[src/sv/htm_pkg.sv]
`timescale 1ns / 1ps
// shared types, constants and the octant root table for the htm point index
// no dependencies

package htm_pkg;

  localparam int MAX_LEVEL_DEF = 24;
  localparam int FRAC_BITS_DEF = 30;
  localparam int RSQRT_STEPS   = 6;
  localparam int IDX_W         = 52;
  localparam int LVL_W         = 5;
  localparam int COMP_W        = 32;
  localparam logic [LVL_W-1:0] LEVEL_RESET = LVL_W'(20);

  typedef struct packed {
    logic [2:0][COMP_W-1:0] vec;
    logic [IDX_W-1:0]       idx;
    logic [LVL_W-1:0]       rem;
  } htm_item_t;

  // corners of the eight root triangles: p0 xyz, p1 xyz, p2 xyz
  localparam logic signed [1:0] ROOT_CORNER [0:7][0:8] = '{
    '{ 2'sd1,  2'sd0,  2'sd0,  2'sd0,  2'sd0, -2'sd1,  2'sd0,  2'sd1,  2'sd0},
    '{ 2'sd0,  2'sd1,  2'sd0,  2'sd0,  2'sd0, -2'sd1, -2'sd1,  2'sd0,  2'sd0},
    '{-2'sd1,  2'sd0,  2'sd0,  2'sd0,  2'sd0, -2'sd1,  2'sd0, -2'sd1,  2'sd0},
    '{ 2'sd0, -2'sd1,  2'sd0,  2'sd0,  2'sd0, -2'sd1,  2'sd1,  2'sd0,  2'sd0},
    '{ 2'sd1,  2'sd0,  2'sd0,  2'sd0,  2'sd0,  2'sd1,  2'sd0, -2'sd1,  2'sd0},
    '{ 2'sd0, -2'sd1,  2'sd0,  2'sd0,  2'sd0,  2'sd1, -2'sd1,  2'sd0,  2'sd0},
    '{-2'sd1,  2'sd0,  2'sd0,  2'sd0,  2'sd0,  2'sd1,  2'sd0,  2'sd1,  2'sd0},
    '{ 2'sd0,  2'sd1,  2'sd0,  2'sd0,  2'sd0,  2'sd1,  2'sd1,  2'sd0,  2'sd0}
  };

endpackage

[src/sv/htm_root.sv]
`timescale 1ns / 1ps
// root stage: picks the octant triangle and seeds the index and vertices
// depends on htm_pkg

module htm_root import htm_pkg::*; #(
  parameter int FRAC_BITS = FRAC_BITS_DEF
) (
  input  logic                          clk,
  input  logic                          rst_n,
  input  logic                          in_valid,
  output logic                          in_ready,
  input  logic [3*COMP_W-1:0]           in_vec,
  input  logic [LVL_W-1:0]              in_lvl,
  output logic                          out_valid,
  input  logic                          out_ready,
  output htm_item_t                     out_item,
  output logic [9*(FRAC_BITS+2)-1:0]    out_vtx
);

  localparam int VW = FRAC_BITS + 2;
  localparam logic signed [VW-1:0] ONE_Q = VW'(1) <<< FRAC_BITS;

  logic                     vld_r;
  htm_item_t                item_r;
  logic [9*VW-1:0]          vtx_r;

  logic signed [COMP_W-1:0] vx, vy, vz;
  logic [2:0]               root;
  logic [9*VW-1:0]          vtx_nxt;

  always_comb begin
    vx = $signed(in_vec[0 +: COMP_W]);
    vy = $signed(in_vec[COMP_W +: COMP_W]);
    vz = $signed(in_vec[2*COMP_W +: COMP_W]);
    if (vz < 0) begin
      if (vy > 0)       root = (vx > 0)  ? 3'd0 : 3'd1;
      else if (vy == 0) root = (vx >= 0) ? 3'd0 : 3'd2;
      else              root = (vx < 0)  ? 3'd2 : 3'd3;
    end else begin
      if (vy > 0)       root = (vx > 0)  ? 3'd7 : 3'd6;
      else if (vy == 0) root = (vx >= 0) ? 3'd7 : 3'd5;
      else              root = (vx < 0)  ? 3'd5 : 3'd4;
    end
    for (int i = 0; i < 9; i++) begin
      case (ROOT_CORNER[root][i])
        2'sd1:   vtx_nxt[i*VW +: VW] = ONE_Q;
        -2'sd1:  vtx_nxt[i*VW +: VW] = -ONE_Q;
        default: vtx_nxt[i*VW +: VW] = '0;
      endcase
    end
  end

  assign in_ready = !vld_r || out_ready;

  always_ff @(posedge clk) begin
    if (!rst_n) begin
      vld_r <= 1'b0;
    end else begin
      if (in_ready) begin
        vld_r <= in_valid;
      end
    end
    if (in_valid && in_ready) begin
      item_r.vec <= in_vec;
      item_r.idx <= IDX_W'(root) + IDX_W'(8);
      item_r.rem <= in_lvl;
      vtx_r      <= vtx_nxt;
    end
  end

  assign out_valid = vld_r;
  assign out_item  = item_r;
  assign out_vtx   = vtx_r;

endmodule

[config.mk]
export PLATFORM = sky130hd
export DESIGN_NAME = htm_root
export DESIGN_NICKNAME = d
export VERILOG_FILES = /design/src/sv/htm_pkg.sv /design/src/sv/htm_root.sv
export SDC_FILE = /design/constraint.sdc
export NUM_CORES = 1
export LEC_CHECK = 0
export BUFFER_PORTS_ARGS = -buffer_cell sky130_fd_sc_hd__buf_2
export CAP_MARGIN = 20
export CORE_AREA = 4 4 213 215
export CTS_BUF_LIST = sky130_fd_sc_hd__clkbuf_4 sky130_fd_sc_hd__clkbuf_8
export DETAILED_ROUTE_END_ITERATION = 10
export DIE_AREA = 0 0 217 219
export PLACE_DENSITY = 0.43
export SETUP_SLACK_MARGIN = 0.15
export SYNTH_ARGS = -nofsm -noshare
export SYNTH_HDL_FRONTEND = slang
export SYNTH_SLANG_ARGS = --single-unit
export TNS_END_PERCENT = 20
[constraint.sdc]
create_clock -name clk -period 4.8 [get_ports clk]
set_input_delay 0.96 -clock clk [delete_from_list [all_inputs] [get_ports clk]]
set_output_delay 0.96 -clock clk [all_outputs]
set_load 0.01 [all_outputs]
Word level (Yosys, flattened, before mapping)
Memory sizes are Yosys's and may differ from the RTL's.
Index checks and enable logic that the tools add are counted.
W data, S select, Z words.
{"block": "word_totals", "latchBits": 0, "n_memories": 1, "output_inout_bits": 443, "inputBits": 105, "word_cells": 60, "ramBits": 0, "romBits": 144, "reg_bits": 442}
{"block": "classes", "div_mod_pow": 0, "n_eq_ne": 18, "n_lt_le_gt_ge": 6, "bitwise_logic": 1, "n_addsub": 1, "shift": 0, "n_reduce_logical": 4, "mul": 0, "muxes": 22}
{"name": "(no name shown)", "words": 8, "width": 18, "read_ports": 1, "rd_clocked_by_memory_dff": 0, "wr": 0, "line": "htm_root.sv:45", "rtl": "case (ROOT_CORNER[root][i])"}
{"operator": "$pmux W32 S2", "count": 9}
{"operator": "$gt A32 B1 Y1 const B", "count": 2}
{"operator": "$lt A32 B1 Y1 const B", "count": 2}
{"operator": "$mux W18", "count": 2}
{"operator": "$ge A32 B1 Y1 const B", "count": 1}
{"operator": "$logic_not A32 Y1", "count": 1}
{"operator": "$eq A2 B1 Y1 const B", "count": 9}
{"operator": "$eq A2 B2 Y1 const B", "count": 9}
{"operator": "$mux W2", "count": 6}
{"operator": "$add A3 B4 Y5 const B", "count": 1}
{"operator": "$ge A4 B4 Y1 const B", "count": 1}
{"operator": "$mux W1", "count": 4}
{"operator": "$not A3 Y4", "count": 1}
{"operator": "$mux W3", "count": 1}
{"operator": "$logic_and A1 B1 Y1", "count": 1}
{"operator": "$logic_not A1 Y1", "count": 1}
{"operator": "$logic_or A1 B1 Y1", "count": 1}

Logic depth before layout (Yosys ltp)
Gate-level depths: netlist of run 1.
{"block": "logic_depth", "depth_word": 11, "mapped_depth": 5, "mapped_depth_nobuf": 5}

Least setup slack after synthesis of run 1
No wires, ideal clock.
{"block": "synth_path", "kind": "input port to flip-flop", "from": "input out_ready", "to": "register item_r, in the netlist out_item[0] (enable)", "setup_time_ns": 0.482, "slack_ns": 0.609, "path_stages": 2, "n_path_buf": 0, "t_required_ns": 4.318, "t_arrival_ns": 3.709, "cell_sequence": "nand2b_1 -> and2_1"}
{"block": "synth_via", "elab_chain_cells": 2}
{"element": "from (decl)", "line": "htm_root.sv:15", "rtl": "input logic out_ready,"}
{"element": "$logic_or A1 B1 Y1", "line": "htm_root.sv:53", "rtl": "assign in_ready = !vld_r || out_ready;"}
{"element": "$logic_and A1 B1 Y1", "line": "htm_root.sv:63", "rtl": "if (in_valid && in_ready) begin"}
{"element": "to (decl)", "line": "htm_root.sv:24", "rtl": "htm_item_t item_r;"}
Every way passes these cells.
A chain may end at the register's enable or synchronous reset.

Worst setup path in the final report of run 1
{"block": "layout_path", "from": "input in_vec[0]", "to": "register vtx_r[254], in the netlist out_vtx[254], data pin"}
{"block": "layout_via", "elab_chain_cells": 11, "elab_cells_between_ends": 21, "classes_between": "order compare (3); eq/ne (2); mux (14); bitwise (1); memory (1)"}
{"element": "from (decl)", "line": "htm_root.sv:12", "rtl": "input logic [3*COMP_W-1:0] in_vec,"}
{"element": "$lt A32 B1 Y1 or $ge A32 B1 Y1 (tied branches)"}
{"element": "$mux W1 (tied with other cells)", "line": "htm_root.sv:42", "rtl": "else root = (vx < 0) ? 3'd5 : 3'd4;"}
{"element": "$mux W2 (on tied branches)", "line": "htm_root.sv:41, htm_root.sv:37"}
{"element": "$mux W2 (on tied branches)", "line": "htm_root.sv:40, htm_root.sv:36"}
{"element": "$mux W3 (*)", "line": "htm_root.sv:35", "rtl": "if (vz < 0) begin"}
{"element": "$not A3 Y4 (not written as such) (*)", "line": "htm_root.sv:45"}
{"element": "$mem_v2 Z8 W18 (*)"}
{"element": "$mux W18 (*) (2 in a row)"}
{"element": "$eq A2 B2 Y1 or $eq A2 B1 Y1 (tied branches)", "line": "htm_root.sv:45"}
{"element": "$pmux W32 S2 (*)", "line": "htm_root.sv:45"}
{"element": "to (signal assigned)", "line": "htm_root.sv:67", "rtl": "vtx_r <= vtx_nxt;"}
{"element": "to (decl)", "line": "htm_root.sv:25", "rtl": "logic [9*VW-1:0] vtx_r;"}
Every way passes the cells marked *; elsewhere a longest branch is shown, timed or not. The select of a mux whose other input is x is not followed.

==> run_results.csv, run 1 <==
group,metric,value,unit
floorplanning,io_pins,548,
clock_tree,postCtsSetupBuffers,0,
placement,dpl_cell_area,6710,µm²
global_routing,grt_pass1_wl,17400,µm
placement,post-place-ws,1590,ps
yosys,synth_common_cells,"buf_4 (331), edfxtp_1 (110), nor4_1 (16), xnor2_1 (5), nand4_1 (4)",
drt,wl_met3,2180,µm
run_status,status,"completed",
min_path,holdPathEnd,"out_valid",
yosys,ys_seq_area_share,54.3,%
drt,via_per_inst,2.52,
yosys,ys_types,25,
critical_path,ff2ff_setup_slack,3090,ps
floorplanning,fp-row-count,77,
yosys,synth-main-ff-cell,"edfxtp_1",
critical_path,crit_fanout,3,
sta,fin_tns_setup,0,ps
layout,nets,822,
floorplanning,die-area,47500,µm²
pwr,p_leak,3.20,nW
drt,route.vias.total,3309,
clock_tree,cts_buffers,9,
critical_path,crit_type,"in2reg",
drt,m1WireLength,4470,µm
sta,skew,12.4,ps
sta,fin_ws,2240,ps
drt,drtIter0Drc,190,
critical_path,critPathRequiredTime,4930,ps
global_routing,grt_pass1_vias,2934,
yosys,synth_top_area_share,54.0,%
floorplanning,fp.dieH,219,µm
clock_tree,cts-resized-gates,0,
floorplanning,core_area,43700,µm²
critical_path,worst_setup_path_end_kind,"flop",
floorplanning,die_w,217,µm
placement,dp_hpwl,11500,µm
critical_path,ff2ff_path_depth,3,
sta,slew_headroom,42.6,%
clock_tree,htree_levels,3,
clock_tree,cts_tree,"yes",
drt,wirelength,13600,µm
global_routing,grt_antenna_before_repair,2,
sta,finalHoldViolCount,0,
yosys,ys_seq_elements,111,
yosys,synthCells,492,
layout,drive_gt1_share,33.2,%
sta,tightest_slew,853,ps
drt,post_drt_wl_per_cell,10.4,µm
drt,top_layer_used,"met5",
yosys,avgSynthCellArea,12.4,µm²
critical_path,crit_arrival,2690,ps
critical_path,rr_startpoint,"out_valid",
clock_tree,cts-root-buf,"clkbuf_8",
yosys,synth_async_sr_flop_share,0,%
global_routing,grt_overflow,0,
flow_run,drv_cap,0,
clock_tree,ctsHoldBuffers,0,
placement,globalplace.congestion,0.708,
pwr,vdd_drop_max,0.159,mV
layout,postLayoutCellArea,6930,µm²
sta,fmaxAchievable,391,MHz
critical_path,crit_path_start_kind,"input pin",
clock_tree,cts.reportedPaths.clkPinSlew,100,ps
layout,antennaDiodeCount,0,
clock_tree,clock_latency,380,ps
sta,finalMaxSlewViolations,0,
global_routing,grt_usage,4.80,%
floorplanning,start_util,14.0,%
layout,area_delta_synth_final,13.3,%
sta,rsz0062_at_grt,"no",
critical_path,regToRegEndpoint,"out_item[99]",
global_routing,grt_max_degree,73,
pwr,p_total,2.08,mW
placement,io_buffers,219,
yosys,ys_warn_count,0,
drt,antenna_left,0,
yosys,synth_enable_flop_cells,110,
yosys,yosysMostFrequentCell,"buf_4",
drt,wl_met2,6800,µm
pwr,p_per_area,299,nW/µm²
min_path,min_path_cells,2,
yosys,synth_largest_area_cell,"edfxtp_1",
min_path,hold_class,"reg2reg",
drt,post-route-drc-count,0,
yosys,syn-cell-area,6120,µm²
sta,fin_crit_sh,53.3,%
sta,setup_viol,0,
drt,dr.pass1.iters,4,
clock_tree,cts.path.max_buffers,2,
min_path,min_from,"out_valid",
clock_tree,clock-sinks,111,
sta,min_period,2560,ps
yosys,synthTopCellsByArea,"edfxtp_1 (54%), buf_4 (41%), nor4_1 (1.6%), xnor2_1 (0.72%), nand4_1 (0.41%)",
## layout by cell type, fill, tap and decap left out
cell type  instances
conb_1           328
buf_2            219
edfxtp_1         110
nor4_1            16
clkbuf_8           9
xnor2_1            5
nand4_1            4
nor2_1             3
nand2_1            2
clkinv_1           2
inv_1              2
nand3_1            2
inv_6              2
bufinv_16          2
or2_1              1
o21ai_0            1
a21oi_2            1
nor3_1             1
nand2b_1           1
and2_4             1
o21bai_2           1
a22o_1             1
o2bb2ai_1          1
and3_2             1
a31o_2             1
a21boi_0           1
clkinv_4           1
clkbuf_4           1
dfxtp_1            1
buf_12             1
## worst max-delay path, stage by stage
cell     delay, ps
buf_2          110
nor4_1         740
nand4_1        200
or2_1          320
a21oi_2        260
xnor2_1        100
## worst max path at each step
stage | from | to | slack, ps | depth (start not counted)
after floorplan | out_ready | out_item[0] | 610 | 2
after global placement | in_vec[0] | out_vtx[254] | 1540 | 6
after detailed placement | in_vec[0] | out_vtx[222] | 1590 | 6
after CTS | in_vec[0] | out_vtx[254] | 2020 | 6
after global routing | in_vec[0] | out_vtx[254] | 2050 | 6
final | in_vec[0] | out_vtx[254] | 2240 | 6
## registers in the layout (all words and copies together) (netlist names)
signal / cells
out_vtx: 7
out_valid: 1
out_item: 103
## layout make-up
type                       count  area [µm²]
tap                          592         741
sequential                   111        3320
multi-input combinational    372        1520
inverter                       3        11.3
fill                        4960       36800
timing repair buffer         220        1120
clock inverter                 6        90.1
clock buffer                  10         131
## where the power goes
group / switching (mW) / internal [mW] / total, mW
clock: 0.312 / 0.303 / 0.615
sequential: 0.0141 / 1.13 / 1.15
combinational: 0.234 / 0.0777 / 0.311
## logic make-up (layout without fill, tap and decap cells)
group | after synthesis | after routing | synth area share (%)
buf+inv | 335 | 239 | 40.9
flops | 111 | 111 | 54.3
simple gates | 32 | 32 | 3.03
compound gates | 7 | 7 | 0.961
xor+xnor | 5 | 5 | 0.716
other cells | 2 | 328 | 0.123
## stage by stage
| step | hold WS (ps) | util, % | cells |
|---|---|---|---|
| 2_1_floorplan | 610 | - | 818 |
| 3_3_place_gp | 519 | 15.3 | 1298 |
| 3_5_place_dp | 530 | 15.3 | 1298 |
| 4_1_cts | 546 | 15.9 | 1314 |
| 5_1_grt | 583 | 15.9 | 1314 |
| 6_report | 536 | 15.9 | 1314 |
## per-layer routing
layer / vias up / global-route usage, %
li1: 1437 / -
met1: 1525 / 4.95
met2: 332 / 8.63
met3: 11 / 2.22
met4: 4 / 1.61
met5: - / 0
Note: power is estimated with default switching activity, not from simulation.
==> run 2, diff against run 1 <==
==> constraint.sdc (replaced) <==
create_clock -name clk -period 2.6 [get_ports clk]
set_input_delay 0.52 -clock clk [delete_from_list [all_inputs] [get_ports clk]]
set_output_delay 0.52 -clock clk [all_outputs]
set_load 0.01 [all_outputs]
==> run 2 against run 1 <==
Net effect:
- routed wire length grew 4.9%
- count of clock-buffer cells in the layout is the same
- global-route usage grew 0.28 points
- critical path depth grew 1
- worst setup slack lost 1600 ps
- die area is the same
- cell count grew 0.61%
- non-clock buffer count grew 8
- sequential share of layout area shrank 0.34 points
- combinational power grew 89%
- hold slack lost 220 ps
- critical endpoint is now out_item[5]
- largest cell class unchanged
- largest power group unchanged
==> run_results.csv, run 2 (synthesis results as in run 1) <==
group,metric,value,unit
clock_tree,cts-resized-gates,0,
clock_tree,cts_buffers,9,
floorplanning,io_pins,548,
layout,nets,830,
clock_tree,htree_levels,3,
layout,final_cell_mix,"conb_1 (328), buf_2 (219), edfxtp_1 (110)",
layout,final_cells,1322,
drt,top_layer_used,"met4",
clock_tree,postCtsSetupBuffers,0,
layout,num-fill-cells,4986,
layout,largest_reg_flops,103,
sta,finalHoldViolCount,0,
critical_path,crit_fanout,3,
placement,dpl_cell_area,6790,µm²
layout,final_common_cell,"conb_1",
drt,wl_met3,2140,µm
drt,wirelength,14300,µm
floorplanning,core_area,43700,µm²
layout,fin_util,16.0,%
placement,dp_hpwl,12300,µm
global_routing,grt_overflow,0,
layout,antennaDiodeCount,0,
min_path,hold_class,"in2reg",
clock_tree,ctsHoldBuffers,0,
run_status,status,"completed",
global_routing,grt_pass1_vias,2970,
clock_tree,cts_tree,"yes",
clock_tree,cts.path.max_buffers,2,
clock_tree,clock_latency,370,ps
layout,multi_input_area,1520,µm²
global_routing,grt_usage,5.08,%
pwr,p_leak,3.23,nW
floorplanning,fp-row-count,77,
floorplanning,die_w,217,µm
layout,area_delta_synth_final,14.2,%
drt,antenna_left,0,
critical_path,crit_path_start_kind,"input pin",
drt,dr.pass1.iters,5,
sta,setup_viol,0,
floorplanning,die-area,47500,µm²
placement,dp.cells,1306,
drt,drtIter0Drc,166,
critical_path,critPathRequiredTime,2720,ps
clock_tree,clock-sinks,111,
clock_tree,cts.reportedPaths.clkPinSlew,100,ps
critical_path,crit_type,"in2reg",
layout,drive_gt1_share,34.0,%
critical_path,worst_setup_path_end_kind,"flop",
sta,fmaxAchievable,503,MHz
critical_path,crit_arrival,2110,ps
sta,fin_ws,612,ps
pwr,p_per_area,538,nW/µm²
drt,via_per_inst,2.51,
sta,min_period,1990,ps
layout,regArea,3320,µm²
placement,post-place-ws,-30.3,ps
global_routing,grt_pass1_wl,18200,µm
flow_run,drv_cap,0,
drt,route.vias.total,3312,
drt,post-route-drc-count,0,
sta,fin_crit_sh,76.5,%
layout,postLayoutCellArea,6980,µm²
global_routing,grt_max_degree,28,
floorplanning,start_util,14.0,%
sta,rsz0062_at_grt,"no",
drt,post_drt_wl_per_cell,10.8,µm
sta,finalMaxSlewViolations,0,
drt,m1WireLength,4760,µm
sta,tightest_slew,700,ps
sta,skew,9.73,ps
pwr,vdd_drop_max,0.223,mV
clock_tree,cts-root-buf,"clkbuf_8",
placement,io_buffers,219,
drt,wl_met2,7200,µm
global_routing,grt_antenna_before_repair,1,
placement,globalplace.congestion,0.759,
sta,slew_headroom,52.9,%
pwr,p_total,3.76,mW
floorplanning,fp.dieH,219,µm
run 2: cell count changes in the layout (fill, tap and decap cells not counted):
cell,change
inv_8,+1
buf_4,+7
buf_12,+1
bufinv_16,-1
inv_6,-1
clkinv_2,+1
run 2: worst max-delay path, cell delays in order:
cell and delay (ps):
buf_2 110, nor4_1 520, buf_4 220, nand4_1 90, or2_1 310, a21oi_2 240
xnor2_1 90
run 2: routing by layer:
metal  global-route usage (%)  up-vias
met5                        0        -
met3                     1.94       12
met4                     1.89        0
met1                     5.34     1512
li1                         -     1453
met2                     9.23      335
run 2: area by class of cell:
class                      count  area share [%]
inverter                       3           0.161
timing repair buffer         228            17.0
multi-input combinational    372            21.8
clock inverter                 6           0.967
sequential                   111            47.6
tap                          592            10.6
clock buffer                  10            1.88
run 2: through the flow:
step	hold slack [ps]	TNS, ps
floorplan	618	0
detailed placement	537	-84.8
CTS	276	0
global placement	519	-304
finish	314	0
global route	273	0
run 2: final timing paths:
path                    from             to  slack [ps]  depth (start not counted)
hold reg to reg    out_valid      out_valid         550                          2
hold / removal    in_vec[85]  out_item[142]         310                          1
setup / recovery   in_vec[0]    out_item[5]         610                          7
setup reg to reg   out_valid   out_item[68]        1140                          3
run 2: power breakdown:
| part | total, mW | internal [mW] | switching [mW] |
|---|---|---|---|
| Clock | 1.05 | 0.464 | 0.583 |
| Sequential | 2.12 | 2.09 | 0.0301 |
| Combinational | 0.589 | 0.153 | 0.436 |
